## src/sv/dtt_pkg.sv

```systemverilog
// Shared types, codes and helpers for the deadline timer table.
package dtt_pkg;

  localparam logic [1:0] OP_ADD   = 2'd0;
  localparam logic [1:0] OP_REM   = 2'd1;
  localparam logic [1:0] OP_SCHED = 2'd2;
  localparam logic [1:0] OP_QUERY = 2'd3;

  localparam logic [1:0] ST_OK       = 2'd0;
  localparam logic [1:0] ST_NOTFOUND = 2'd1;
  localparam logic [1:0] ST_FULL     = 2'd2;
  localparam logic [1:0] ST_NONE     = 2'd3;

  localparam int MAX_RESULTS = 16;
  localparam int CNT_W       = $clog2(MAX_RESULTS + 1);
  localparam int US_PER_MS   = 1000;
  localparam int MUL_STEPS   = 4;
  localparam int MULC_W      = $clog2(MUL_STEPS + 1);

  // x / 1000 == (x * MS_RECIP) >> MS_SHIFT for every 48-bit x, with
  // MS_RECIP = ceil(2^58 / 1000), a 49-bit constant.
  localparam int          MS_SHIFT = 58;
  localparam logic [48:0] MS_RECIP =
    49'((64'd1 << MS_SHIFT) / 64'(US_PER_MS) + 64'd1);

  localparam logic [47:0] DEADLINE_MAX = 48'hFFFF_FFFF_FFFF;

  typedef struct packed {
    logic [47:0] deadline;
    logic [31:0] period;
    logic        periodic;
    logic [31:0] ident;
  } slot_t;

  typedef struct packed {
    logic load;
    logic scan_start;
    logic emit;
    logic emit_pend;
    logic emit_last;
    logic div_start;
    logic take;
    logic rearm1;
    logic rearm2;
  } dtt_cmd_t;

  typedef struct packed {
    logic [1:0] op;
    logic       scan_done;
    logic       found;
    logic       overdue;
    logic       div_done;
    logic       out_free;
    logic       pend_v;
    logic       cnt_full;
    logic       best_periodic;
  } dtt_sts_t;

  function automatic logic [47:0] sat_add48(input logic [47:0] a, input logic [31:0] b);
    logic [48:0] s;
    s = {1'b0, a} + {17'd0, b};
    return s[48] ? DEADLINE_MAX : s[47:0];
  endfunction

endpackage

```

## src/sv/dtt_if.sv

```systemverilog
// Valid/ready channel interfaces for the timer table's items and results.
interface dtt_in_if;
  logic        valid;
  logic        ready;
  logic [1:0]  opcode;
  logic [47:0] now_us;
  logic [31:0] delay_us;
  logic        periodic;
  logic [31:0] target_id;
  modport source(output valid, opcode, now_us, delay_us, periodic, target_id, input ready);
  modport sink(input valid, opcode, now_us, delay_us, periodic, target_id, output ready);
endinterface

interface dtt_out_if;
  logic               valid;
  logic               ready;
  logic [1:0]         status;
  logic [31:0]        timer_ident;
  logic signed [39:0] wait_ms;
  logic               last;
  modport source(output valid, status, timer_ident, wait_ms, last, input ready);
  modport sink(input valid, status, timer_ident, wait_ms, last, output ready);
endinterface

```

## src/sv/dtt_ctrl.sv

```systemverilog
// Sequencer that steps the timer table through scans, updates and results.
module dtt_ctrl (
  input  logic              clk,
  input  logic              rst_n,
  input  logic              in_valid,
  output logic              in_ready,
  input  dtt_pkg::dtt_sts_t sts,
  output dtt_pkg::dtt_cmd_t cmd
);
  import dtt_pkg::*;

  localparam logic [3:0] S_IDLE   = 4'd0;
  localparam logic [3:0] S_SCAN   = 4'd1;
  localparam logic [3:0] S_DECIDE = 4'd2;
  localparam logic [3:0] S_DIV    = 4'd3;
  localparam logic [3:0] S_EMIT   = 4'd4;
  localparam logic [3:0] S_PMID   = 4'd5;
  localparam logic [3:0] S_TAKE   = 4'd6;
  localparam logic [3:0] S_RARM1  = 4'd7;
  localparam logic [3:0] S_RARM2  = 4'd8;
  localparam logic [3:0] S_NEXT   = 4'd9;
  localparam logic [3:0] S_PLAST  = 4'd10;

  logic [3:0] state_r, state_nxt;

  always_comb begin
    state_nxt = state_r;
    cmd       = '0;
    in_ready  = 1'b0;
    unique case (state_r)
      S_IDLE: begin
        in_ready = 1'b1;
        if (in_valid) begin
          cmd.load       = 1'b1;
          cmd.scan_start = 1'b1;
          state_nxt      = S_SCAN;
        end
      end
      S_SCAN: if (sts.scan_done) state_nxt = S_DECIDE;
      S_DECIDE: begin
        unique case (sts.op) inside
          OP_ADD, OP_REM: state_nxt = S_EMIT;
          OP_QUERY: begin
            if (sts.found && !sts.overdue) begin
              cmd.div_start = 1'b1;
              state_nxt     = S_DIV;
            end else begin
              state_nxt = S_EMIT;
            end
          end
          default: begin
            if (sts.found) state_nxt = sts.pend_v ? S_PMID : S_TAKE;
            else           state_nxt = sts.pend_v ? S_PLAST : S_EMIT;
          end
        endcase
      end
      S_DIV: if (sts.div_done) state_nxt = S_EMIT;
      S_EMIT: begin
        if (sts.out_free) begin
          cmd.emit  = 1'b1;
          state_nxt = S_IDLE;
        end
      end
      S_PMID: begin
        if (sts.out_free) begin
          cmd.emit      = 1'b1;
          cmd.emit_pend = 1'b1;
          state_nxt     = S_TAKE;
        end
      end
      S_TAKE: begin
        cmd.take  = 1'b1;
        state_nxt = sts.best_periodic ? S_RARM1 : S_NEXT;
      end
      S_RARM1: begin
        cmd.rearm1 = 1'b1;
        state_nxt  = S_RARM2;
      end
      S_RARM2: begin
        cmd.rearm2 = 1'b1;
        state_nxt  = S_NEXT;
      end
      S_NEXT: begin
        if (sts.cnt_full) begin
          state_nxt = S_PLAST;
        end else begin
          cmd.scan_start = 1'b1;
          state_nxt      = S_SCAN;
        end
      end
      S_PLAST: begin
        if (sts.out_free) begin
          cmd.emit      = 1'b1;
          cmd.emit_pend = 1'b1;
          cmd.emit_last = 1'b1;
          state_nxt     = S_IDLE;
        end
      end
      default: state_nxt = S_IDLE;
    endcase
  end

  always_ff @(posedge clk) begin
    if (!rst_n) state_r <= S_IDLE;
    else        state_r <= state_nxt;
  end

  // A result is only loaded when the output register can take it.
  a_emit_free: assert property (@(posedge clk) disable iff (!rst_n)
    cmd.emit |-> sts.out_free) else $error("result loaded into a full output register");
  // A timer is only fired after a scan found one.
  a_take_found: assert property (@(posedge clk) disable iff (!rst_n)
    cmd.take |-> sts.found) else $error("fire without a selected timer");
  // The millisecond divide runs only for a future deadline.
  a_div_future: assert property (@(posedge clk) disable iff (!rst_n)
    cmd.div_start |-> (sts.found && !sts.overdue)) else $error("divide on bad deadline");

endmodule

```

## src/sv/dtt_dp.sv

```systemverilog
// Datapath: slot memory, scan compare, re-arm adders, reciprocal multiplier and output register.
module dtt_dp #(
  parameter int N = 16
) (
  input  logic               clk,
  input  logic               rst_n,
  input  logic [1:0]         in_opcode,
  input  logic [47:0]        in_now_us,
  input  logic [31:0]        in_delay_us,
  input  logic               in_periodic,
  input  logic [31:0]        in_target_id,
  input  dtt_pkg::dtt_cmd_t  cmd,
  output dtt_pkg::dtt_sts_t  sts,
  output logic               out_valid,
  input  logic               out_ready,
  output logic [1:0]         out_status,
  output logic [31:0]        out_timer_ident,
  output logic signed [39:0] out_wait_ms,
  output logic               out_last
);
  import dtt_pkg::*;

  localparam int IW = (N > 1) ? $clog2(N) : 1;

  slot_t mem [N];
  slot_t mem_q;

  logic [N-1:0]  valid_r, picked_r;
  logic [31:0]   next_id_r;
  logic [1:0]    op_r;
  logic [47:0]   now_r;
  logic [31:0]   delay_r, target_r;
  logic          per_r;

  logic          scan_act_r, rd_vld_r;
  logic [IW-1:0] addr_r, rd_idx_r;
  logic          found_r;
  logic [IW-1:0] best_idx_r;
  logic [47:0]   best_dl_r;
  logic [31:0]   best_per_r, best_id_r;
  logic          best_pf_r;

  logic          pend_v_r;
  logic [31:0]   pend_id_r;
  logic [CNT_W-1:0] cnt_r;
  logic [47:0]   sum1_r;

  logic              div_busy_r;
  logic [MULC_W-1:0] div_cnt_r;
  logic [47:0]       q_r;
  logic [96:0]       prod_r;

  logic               ov_r;
  logic [1:0]         ost_r;
  logic [31:0]        oid_r;
  logic signed [39:0] owait_r;
  logic               olast_r;

  logic          hit, ev_valid, out_free, overdue;
  logic [23:0]   mul_a;
  logic [24:0]   mul_b;
  logic [48:0]   mul_p;
  logic [96:0]   mul_term;
  logic [47:0]   rearm_dl;
  logic [1:0]         s_status;
  logic [31:0]        s_ident;
  logic signed [39:0] s_wait;

  assign ev_valid = valid_r[rd_idx_r];
  assign overdue  = best_dl_r < now_r;
  assign out_free = !ov_r || out_ready;
  assign rearm_dl = (now_r > sum1_r) ? sat_add48(now_r, best_per_r) : sum1_r;

  // The 48 by 49 bit product is built from four 24 by 25 bit partial products,
  // one per cycle, low halves first.
  always_comb begin
    mul_a = q_r[23:0];
    mul_b = MS_RECIP[24:0];
    case (div_cnt_r)
      MULC_W'(1): begin
        mul_a = q_r[47:24];
        mul_b = MS_RECIP[24:0];
      end
      MULC_W'(2): begin
        mul_a = q_r[23:0];
        mul_b = {1'b0, MS_RECIP[48:25]};
      end
      MULC_W'(3): begin
        mul_a = q_r[47:24];
        mul_b = {1'b0, MS_RECIP[48:25]};
      end
      default: ;
    endcase
    mul_p = {25'd0, mul_a} * {24'd0, mul_b};
    case (div_cnt_r)
      MULC_W'(1): mul_term = {24'd0, mul_p, 24'd0};
      MULC_W'(2): mul_term = {23'd0, mul_p, 25'd0};
      MULC_W'(3): mul_term = {mul_p[47:0], 49'd0};
      default:    mul_term = {48'd0, mul_p};
    endcase
  end

  always_comb begin
    hit = 1'b0;
    case (op_r)
      OP_ADD: hit = !ev_valid && !found_r;
      OP_REM: hit = ev_valid && (mem_q.ident == target_r) && !found_r;
      OP_QUERY: hit = ev_valid && (!found_r || mem_q.deadline < best_dl_r);
      default: hit = ev_valid && !picked_r[rd_idx_r] && (mem_q.deadline < now_r) &&
                     (!found_r || mem_q.deadline < best_dl_r);
    endcase
  end

  always_comb begin
    s_status = ST_OK;
    s_ident  = '0;
    s_wait   = '0;
    case (op_r)
      OP_ADD: begin
        s_status = found_r ? ST_OK : ST_FULL;
        s_ident  = found_r ? next_id_r : '0;
      end
      OP_REM: s_status = found_r ? ST_OK : ST_NOTFOUND;
      OP_SCHED: s_status = ST_NONE;
      default: s_wait = !found_r ? '1 :
                        (overdue ? '0 : $signed({1'b0, prod_r[96:MS_SHIFT]}));
    endcase
  end

  // Slot memory: one write port, one registered read port.
  always_ff @(posedge clk) begin
    if (scan_act_r) mem_q <= mem[addr_r];
    if (cmd.emit && !cmd.emit_pend && op_r == OP_ADD && found_r)
      mem[best_idx_r] <= '{deadline: sat_add48(now_r, delay_r),
                           period: per_r ? delay_r : 32'd0,
                           periodic: per_r, ident: next_id_r};
    else if (cmd.rearm2)
      mem[best_idx_r] <= '{deadline: rearm_dl, period: best_per_r,
                           periodic: 1'b1, ident: best_id_r};
  end

  always_ff @(posedge clk) begin
    if (cmd.load) begin
      op_r     <= in_opcode;
      now_r    <= in_now_us;
      delay_r  <= in_delay_us;
      per_r    <= in_periodic;
      target_r <= in_target_id;
    end
    if (rd_vld_r && hit) begin
      best_idx_r <= rd_idx_r;
      best_dl_r  <= mem_q.deadline;
      best_per_r <= mem_q.period;
      best_pf_r  <= mem_q.periodic;
      best_id_r  <= mem_q.ident;
    end
    if (cmd.take) pend_id_r <= best_id_r;
    if (cmd.rearm1) sum1_r <= sat_add48(best_dl_r, best_per_r);
    rd_idx_r <= addr_r;
    if (cmd.div_start) begin
      q_r    <= best_dl_r - now_r;
      prod_r <= '0;
    end else if (div_busy_r) begin
      prod_r <= prod_r + mul_term;
    end
    if (cmd.emit) begin
      ost_r   <= cmd.emit_pend ? ST_OK : s_status;
      oid_r   <= cmd.emit_pend ? pend_id_r : s_ident;
      owait_r <= cmd.emit_pend ? '0 : s_wait;
      olast_r <= cmd.emit_pend ? cmd.emit_last : 1'b1;
    end
  end

  always_ff @(posedge clk) begin
    if (!rst_n) begin
      valid_r    <= '0;
      picked_r   <= '0;
      next_id_r  <= '0;
      scan_act_r <= 1'b0;
      rd_vld_r   <= 1'b0;
      addr_r     <= '0;
      found_r    <= 1'b0;
      pend_v_r   <= 1'b0;
      cnt_r      <= '0;
      div_busy_r <= 1'b0;
      div_cnt_r  <= '0;
      ov_r       <= 1'b0;
    end else begin
      rd_vld_r <= scan_act_r;
      if (cmd.scan_start) begin
        scan_act_r <= 1'b1;
        addr_r     <= '0;
        found_r    <= 1'b0;
      end else if (scan_act_r) begin
        if (addr_r == IW'(N - 1)) scan_act_r <= 1'b0;
        else                      addr_r     <= addr_r + IW'(1);
      end
      if (rd_vld_r && hit) found_r <= 1'b1;
      if (cmd.load) begin
        picked_r <= '0;
        pend_v_r <= 1'b0;
        cnt_r    <= '0;
      end
      if (cmd.emit && !cmd.emit_pend && found_r) begin
        if (op_r == OP_ADD) begin
          valid_r[best_idx_r] <= 1'b1;
          next_id_r           <= next_id_r + 32'd1;
        end else if (op_r == OP_REM) begin
          valid_r[best_idx_r] <= 1'b0;
        end
      end
      if (cmd.take) begin
        picked_r[best_idx_r] <= 1'b1;
        pend_v_r             <= 1'b1;
        cnt_r                <= cnt_r + CNT_W'(1);
        if (!best_pf_r) valid_r[best_idx_r] <= 1'b0;
      end
      if (cmd.div_start) begin
        div_busy_r <= 1'b1;
        div_cnt_r  <= '0;
      end else if (div_busy_r) begin
        div_cnt_r <= div_cnt_r + MULC_W'(1);
        if (div_cnt_r == MULC_W'(MUL_STEPS - 1)) div_busy_r <= 1'b0;
      end
      if (cmd.emit)     ov_r <= 1'b1;
      else if (out_ready) ov_r <= 1'b0;
    end
  end

  always_comb begin
    sts.op            = op_r;
    sts.scan_done     = !scan_act_r && !rd_vld_r;
    sts.found         = found_r;
    sts.overdue       = overdue;
    sts.div_done      = !div_busy_r;
    sts.out_free      = out_free;
    sts.pend_v        = pend_v_r;
    sts.cnt_full      = cnt_r == CNT_W'(MAX_RESULTS);
    sts.best_periodic = best_pf_r;
  end

  assign out_valid       = ov_r;
  assign out_status      = ost_r;
  assign out_timer_ident = oid_r;
  assign out_wait_ms     = owait_r;
  assign out_last        = olast_r;

endmodule

```

## src/sv/deadline_timer_table.sv

```systemverilog
// Top level of the deadline timer table: sequencer plus datapath.
//
// The block holds up to TIMER_SLOTS timers and handles one item at a time;
// in_ch.ready is high only while the block is idle, and a finished result
// waits in an output register while the next item is taken. Every item
// starts with one pass over the slot memory, one slot per cycle through its
// single registered read port. Add, remove and a query that needs no divide
// then emit their result. A query for a future deadline first runs the
// division by 1000 as a multiply by a fixed reciprocal, built from four
// partial products. A schedule repeats the pass once per fired timer (up to
// 16 per item, earliest deadline first, equal deadlines in slot order), and
// a periodic fire goes through the re-arm adders before the next pass.
// Each fired timer's result is released only once the next pass shows
// whether it is the item's last, or once the sixteenth fire ends the item.
// Slot contents have no reset; a slot's valid flag clears at reset.
module deadline_timer_table #(
  parameter int TIMER_SLOTS = 16
) (
  input logic  clk,
  input logic  rst_n,
  dtt_in_if.sink    in_ch,
  dtt_out_if.source out_ch
);
  import dtt_pkg::*;

  dtt_cmd_t cmd;
  dtt_sts_t sts;

  // Sequencer: decides what the datapath does each cycle.
  dtt_ctrl u_ctrl (
    .clk      (clk),
    .rst_n    (rst_n),
    .in_valid (in_ch.valid),
    .in_ready (in_ch.ready),
    .sts      (sts),
    .cmd      (cmd)
  );

  // Datapath: slot storage, the scan compare, arithmetic and the result register.
  dtt_dp #(.N(TIMER_SLOTS)) u_dp (
    .clk             (clk),
    .rst_n           (rst_n),
    .in_opcode       (in_ch.opcode),
    .in_now_us       (in_ch.now_us),
    .in_delay_us     (in_ch.delay_us),
    .in_periodic     (in_ch.periodic),
    .in_target_id    (in_ch.target_id),
    .cmd             (cmd),
    .sts             (sts),
    .out_valid       (out_ch.valid),
    .out_ready       (out_ch.ready),
    .out_status      (out_ch.status),
    .out_timer_ident (out_ch.timer_ident),
    .out_wait_ms     (out_ch.wait_ms),
    .out_last        (out_ch.last)
  );

endmodule
```

## src/flat_wrapper.sv

```systemverilog
// flat-port wrapper written by rule: the top's interface ports become plain ports
module deadline_timer_table_flat import dtt_pkg::*;
#(
  parameter int TIMER_SLOTS = 16
)
  (clk, rst_n, in_ch_valid, in_ch_opcode, in_ch_now_us, in_ch_delay_us, in_ch_periodic, in_ch_target_id, in_ch_ready, out_ch_valid, out_ch_status, out_ch_timer_ident, out_ch_wait_ms, out_ch_last, out_ch_ready);
  dtt_in_if in_ch_i ();
  dtt_out_if out_ch_i ();
  input logic clk;
  input logic rst_n;
  input wire logic [$bits(in_ch_i.valid)-1:0] in_ch_valid;
  input wire logic [$bits(in_ch_i.opcode)-1:0] in_ch_opcode;
  input wire logic [$bits(in_ch_i.now_us)-1:0] in_ch_now_us;
  input wire logic [$bits(in_ch_i.delay_us)-1:0] in_ch_delay_us;
  input wire logic [$bits(in_ch_i.periodic)-1:0] in_ch_periodic;
  input wire logic [$bits(in_ch_i.target_id)-1:0] in_ch_target_id;
  output wire logic [$bits(in_ch_i.ready)-1:0] in_ch_ready;
  output wire logic [$bits(out_ch_i.valid)-1:0] out_ch_valid;
  output wire logic [$bits(out_ch_i.status)-1:0] out_ch_status;
  output wire logic [$bits(out_ch_i.timer_ident)-1:0] out_ch_timer_ident;
  output wire logic [$bits(out_ch_i.wait_ms)-1:0] out_ch_wait_ms;
  output wire logic [$bits(out_ch_i.last)-1:0] out_ch_last;
  input wire logic [$bits(out_ch_i.ready)-1:0] out_ch_ready;
  assign in_ch_i.valid = in_ch_valid;
  assign in_ch_i.opcode = in_ch_opcode;
  assign in_ch_i.now_us = in_ch_now_us;
  assign in_ch_i.delay_us = in_ch_delay_us;
  assign in_ch_i.periodic = in_ch_periodic;
  assign in_ch_i.target_id = in_ch_target_id;
  assign in_ch_ready = in_ch_i.ready;
  assign out_ch_valid = out_ch_i.valid;
  assign out_ch_status = out_ch_i.status;
  assign out_ch_timer_ident = out_ch_i.timer_ident;
  assign out_ch_wait_ms = out_ch_i.wait_ms;
  assign out_ch_last = out_ch_i.last;
  assign out_ch_i.ready = out_ch_ready;
  deadline_timer_table #(.TIMER_SLOTS(TIMER_SLOTS)) u_core (.clk(clk), .rst_n(rst_n), .in_ch(in_ch_i), .out_ch(out_ch_i));
endmodule
```

## config.mk

```make
export PLATFORM = sky130hd
export DESIGN_NAME = deadline_timer_table_flat
export DESIGN_NICKNAME = d
export VERILOG_FILES = /design/src/sv/dtt_pkg.sv /design/src/sv/dtt_if.sv /design/src/sv/dtt_ctrl.sv /design/src/sv/dtt_dp.sv /design/src/sv/deadline_timer_table.sv /design/src/flat_wrapper.sv
export SDC_FILE = /design/constraint.sdc
export NUM_CORES = 2
export LEC_CHECK = 0
export ABC_AREA = 0
export BUFFER_PORTS_ARGS = -buffer_cell sky130_fd_sc_hd__buf_4
export CORE_MARGIN = 5
export CORE_UTILIZATION = 45
export DETAILED_ROUTE_END_ITERATION = 10
export PLACE_DENSITY = 0.71
export SLEW_MARGIN = 20
export SYNTH_ARGS = -nofsm -noshare
export SYNTH_HDL_FRONTEND = slang
export SYNTH_SLANG_ARGS = --single-unit
```

## constraint.sdc

```tcl
create_clock -name clk -period 15.1 [get_ports clk]
set_input_delay 0.755 -clock clk [delete_from_list [all_inputs] [get_ports clk]]
set_output_delay 0.755 -clock clk [all_outputs]
set_load 0.02 [all_outputs]
```

==> tab_implementation.tex <==
\begin{tabular}{lr}
\hline
Metric & Value \\
\hline
\multicolumn{2}{l}{\textbf{Die}} \\
Chip width & 541 um \\
Initial core utilization & 0.451 \\
I/O pins & 196 \\
Core Area & 0.282 mm\^{}2 \\
Row count & 195 \\
Vert. Die Dim & 541 um \\
Die Area & 0.293 mm\^{}2 \\
\multicolumn{2}{l}{\textbf{Clock tree}} \\
Clock Latency Late Sink & 0.91 ns \\
Number of levels the H-tree was split into & 5 \\
Clk pin slew, worst setup/hold paths & 0.06 ns \\
TritonCTS clock tree & yes \\
CTS root buf & clkbuf\_16 \\
Post-CTS setup repair buffer count & 0 \\
Clk sinks & 2542 \\
Cts bufs inserted & 269 \\
Maximum root-to-sink buffer count & 4 \\
\multicolumn{2}{l}{\textbf{Place}} \\
\# port buffers & 195 \\
Cell area after placement & 0.133 mm\^{}2 \\
Routability congestion estimate from global placement & 0.952 \\
Placed wire-length estimate & 232 mm \\
\multicolumn{2}{l}{\textbf{Finish}} \\
Area delta synth->final & 12.3\% \\
Net count reported at finish & 10085 \\
Final design area excluding fillers & 0.143 mm\^{}2 \\
Fraction of layout instances using a drive strength above 1 & 0.155 \\
Top library cells by usage in the layout, fill and taps aside & 2356 x edfxtp\_1, 752 x inv\_1, 672 x ha\_1 \\
Most common cell after layout, fill and taps aside & edfxtp\_1 \\
\multicolumn{2}{l}{\textbf{Setup path}} \\
FF-to-FF path depth & 44 \\
Largest stage delay on the critical path & 0.96 ns \\
Setup slack, reg-to-reg & 2.52 ns \\
Arr. time, crit path & 13.27 ns \\
Endpoint of the worst register-to-register path & u\_core.u\_dp.prod\_r[87] \\
Most numerous cell on the critical path & fa\_1 \\
Peak fanout along the critical path & 26 \\
Critical path launch point type & flop \\
Worst flop-to-flop path startpoint & u\_core.u\_dp.div\_cnt\_r[1] \\
Endpoint kind of the worst setup timing path & flop \\
Crit-path slowest cell & mux2i\_1 \\
WP data required & 15.79 ns \\
Worst setup path category & reg -> reg \\
\multicolumn{2}{l}{\textbf{Timing}} \\
Normalized max-slew margin & 0.0666 \\
Slew Viols, Final & 0 \\
Final setup fails & 0 \\
Worst-Margin Slew & 1.39 ns \\
Final cycle utilization of the critical path & 0.833 \\
Worst clock skew & 0.105 ns \\
Final count of hold timing violations & 0 \\
Unrepaired setup endpoints after global routing & false \\
Highest achievable clock rate & 0.0795 GHz \\
Post-route minimum period & 12.58 ns \\
Post-route setup TNS & 0 ns \\
\multicolumn{2}{l}{\textbf{Synth}} \\
Cell variety after synth & 91 \\
Number of flops mapped to enable cells by yosys & 2356 \\
Post-synthesis async set-or-reset flop share & 0 \\
Netlist area before placement & 0.127 mm\^{}2 \\
Yosys warning total & 0 \\
Gate count after technology mapping & 8685 \\
Cell accounting for the most synthesized area & edfxtp\_1 \\
Most instantiated flip-flop cell in the synthesis netlist & edfxtp\_1 \\
Proportion of synthesized chip area in sequential cells & 0.587 \\
Flip-flop and latch count after synthesis & 2542 \\
Share of Yosys cell area claimed by the top area cell type & 0.557 \\
Post-Synthesis Mean Instance Area & 14.6 um\^{}2 \\
Top cells by area, synth & edfxtp\_1 56\%, mux4\_2 10\%, ha\_1 6.6\% \\
\multicolumn{2}{l}{\textbf{Power}} \\
Worst ir drop on vdd & 0.000188 V \\
Cell leakage power & 51.8 nW \\
Power per unit of standard cell area & 142 mW/mm\^{}2 \\
\multicolumn{2}{l}{\textbf{Min path}} \\
Classification of the worst-slack hold path & in -> reg \\
Depth of the worst hold-timing path & 1 \\
Critical hold path startpoint & in\_ch\_target\_id[24] \\
Endpoint of the worst hold-timing path & u\_core.u\_dp.target\_r[24] \\
\multicolumn{2}{l}{\textbf{Route}} \\
DRT antenna net count & 0 \\
Via count & 78501 \\
DRC & 0 \\
Number of detailed-route iterations in the first pass & 10 \\
Number of DRC violations after detailed-routing iteration 0 & 9249 \\
Per-cell routed wire length & 28.0 um \\
Detail-routed via count per cell & 6.06 \\
Drt total wl & 363 mm \\
\multicolumn{2}{l}{\textbf{Global route}} \\
Largest net degree at the start of global routing & 153 \\
Number of global-route vias before repair & 78841 \\
Total congestion overflow after global routing & 0 \\
Antenna violations before repair & 14 \\
Global-route wire length before repair & 531 mm \\
Global-route usage over all layers & 0.243 \\
\multicolumn{2}{l}{\textbf{Job}} \\
Max-capacitance violation count & 0 \\
\multicolumn{2}{l}{\textbf{Status}} \\
Status & finished, final reports clean \\
\hline
\end{tabular}
[repair_timing]
action                    4_1_cts  5_1_grt
hold buffers                   35        0
hold endpoints to repair       35        0
gates resized for setup         0        0
[report_power, final]
part	switching [mW]	internal, mW
sequential	0.370	8.65
combinational	2.82	1.63
clock	2.85	3.87
[per-layer routing]
layer  up-vias  share of wire  global-route usage
met1     40142           0.39               0.326
met5         -        0.00019                   0
li1      33516              -                   -
met3       687          0.086              0.0393
met4         6          0.042              0.0901
met2      4150           0.48               0.402
[state kept, by name, indices dropped and copies added, names as in the netlist, 5 cells and up]
name                         count
u_core.u_dp.mem               1808
u_core.u_dp.mem_q              113
u_core.u_dp.prod_r              96
u_core.u_dp.best_dl_r           48
u_core.u_dp.now_r               48
u_core.u_dp.q_r                 48
u_core.u_dp.sum1_r              48
u_core.u_dp.out_wait_ms         40
u_core.u_dp.best_id_r           32
u_core.u_dp.best_per_r          32
u_core.u_dp.delay_r             32
u_core.u_dp.next_id_r           32
u_core.u_dp.out_timer_ident     32
u_core.u_dp.pend_id_r           32
u_core.u_dp.target_r            32
u_core.u_dp.picked_r            16
u_core.u_dp.valid_r             16
u_core.u_dp.cnt_r                5
[final cells by class]
type / count / area [um^2]
fill: 22996 / 139000
sequential: 2542 / 74500
multi-input combinational: 5066 / 48700
clock buffer: 328 / 7080
tap: 3743 / 4680
timing repair buffer: 365 / 2920
inverter: 754 / 2840
clock inverter: 156 / 1820
antenna: 2 / 5.00
[how the worst max path moves through the flow]
stage          cells after the start  slack (ns)                startpoint                     end
6_report                          44        2.52  u_core.u_dp.div_cnt_r[1]  u_core.u_dp.prod_r[87]
5_1_grt                           44        1.84  u_core.u_dp.div_cnt_r[1]  u_core.u_dp.prod_r[83]
4_1_cts                           44        2.69  u_core.u_dp.div_cnt_r[1]  u_core.u_dp.prod_r[83]
3_5_place_dp                      42        2.73  u_core.u_dp.div_cnt_r[1]  u_core.u_dp.prod_r[83]
3_3_place_gp                      44        2.80  u_core.u_dp.div_cnt_r[1]  u_core.u_dp.prod_r[87]
2_1_floorplan                     47        3.64  u_core.u_dp.div_cnt_r[1]  u_core.u_dp.prod_r[87]
[worst max-delay path: cells and delay by family, from the launching register on]
kind | cells | cell delay [ns]
AOI/OAI and AO/OA | 15 | 3.95
xor gates and xnor gates | 3 | 0.65
adders and majority gates | 10 | 4.21
buffers and inverters | 7 | 0.97
DFF | 1 | 0.40
muxes | 2 | 1.10
and+or+nand+nor | 7 | 1.12
[through the flow]
stage	total power [mW]	util	hold slack [ns]	cells	worst slack, ns
2_1_floorplan	11.9	-	0.329	8714	3.64
3_3_place_gp	13.4	0.473	0.401	12419	2.80
3_5_place_dp	13.5	0.473	0.405	12422	2.73
4_1_cts	20.2	0.506	0.000762	12941	2.69
5_1_grt	21.0	0.506	0.0242	12955	1.84
6_report	20.2	0.506	0.0380	12956	2.52
[Yosys cell counts, drive strengths merged (14+ instances only)]
library cell and instances:
a21boi 29, o211ai 25, a31oi 47, o221a 19
nor3 76, nand3 167, fa 296, a22oi 36
and2 74, a211oi 33, a21oi 395, nor2 402
o21bai 48, a221oi 15, dfxtp 186, xnor2 219
nor2b 60, o22ai 32, nand2 512, or2 24
nand4 107, a21o 251, nor4 24, clkbuf 285
a211o 14, mux4 575, o221ai 36, o31ai 16
buf 67, ha 672, nand2b 63, a22o 33
edfxtp 2356, inv 754, or3 27, o21ai 278
o21a 45, mux2i 89, xor2 112, and3 42
[cell families (layout without fill, tap and decap cells)]
family,Yosys count,count (layout),synth area share
adder cells (fa/ha/maj),968,968,0.113
AND/OR/NAND/NOR,1613,1613,0.0600
buffers and inverters,1106,1603,0.0331
multiplexers,674,674,0.110
XOR/XNOR,331,331,0.0228
other,2,33,0.0000591
flip-flops,2542,2542,0.587
AO/OA/AOI/OAI,1449,1449,0.0748
Note: power is estimated with default switching activity, not from simulation.
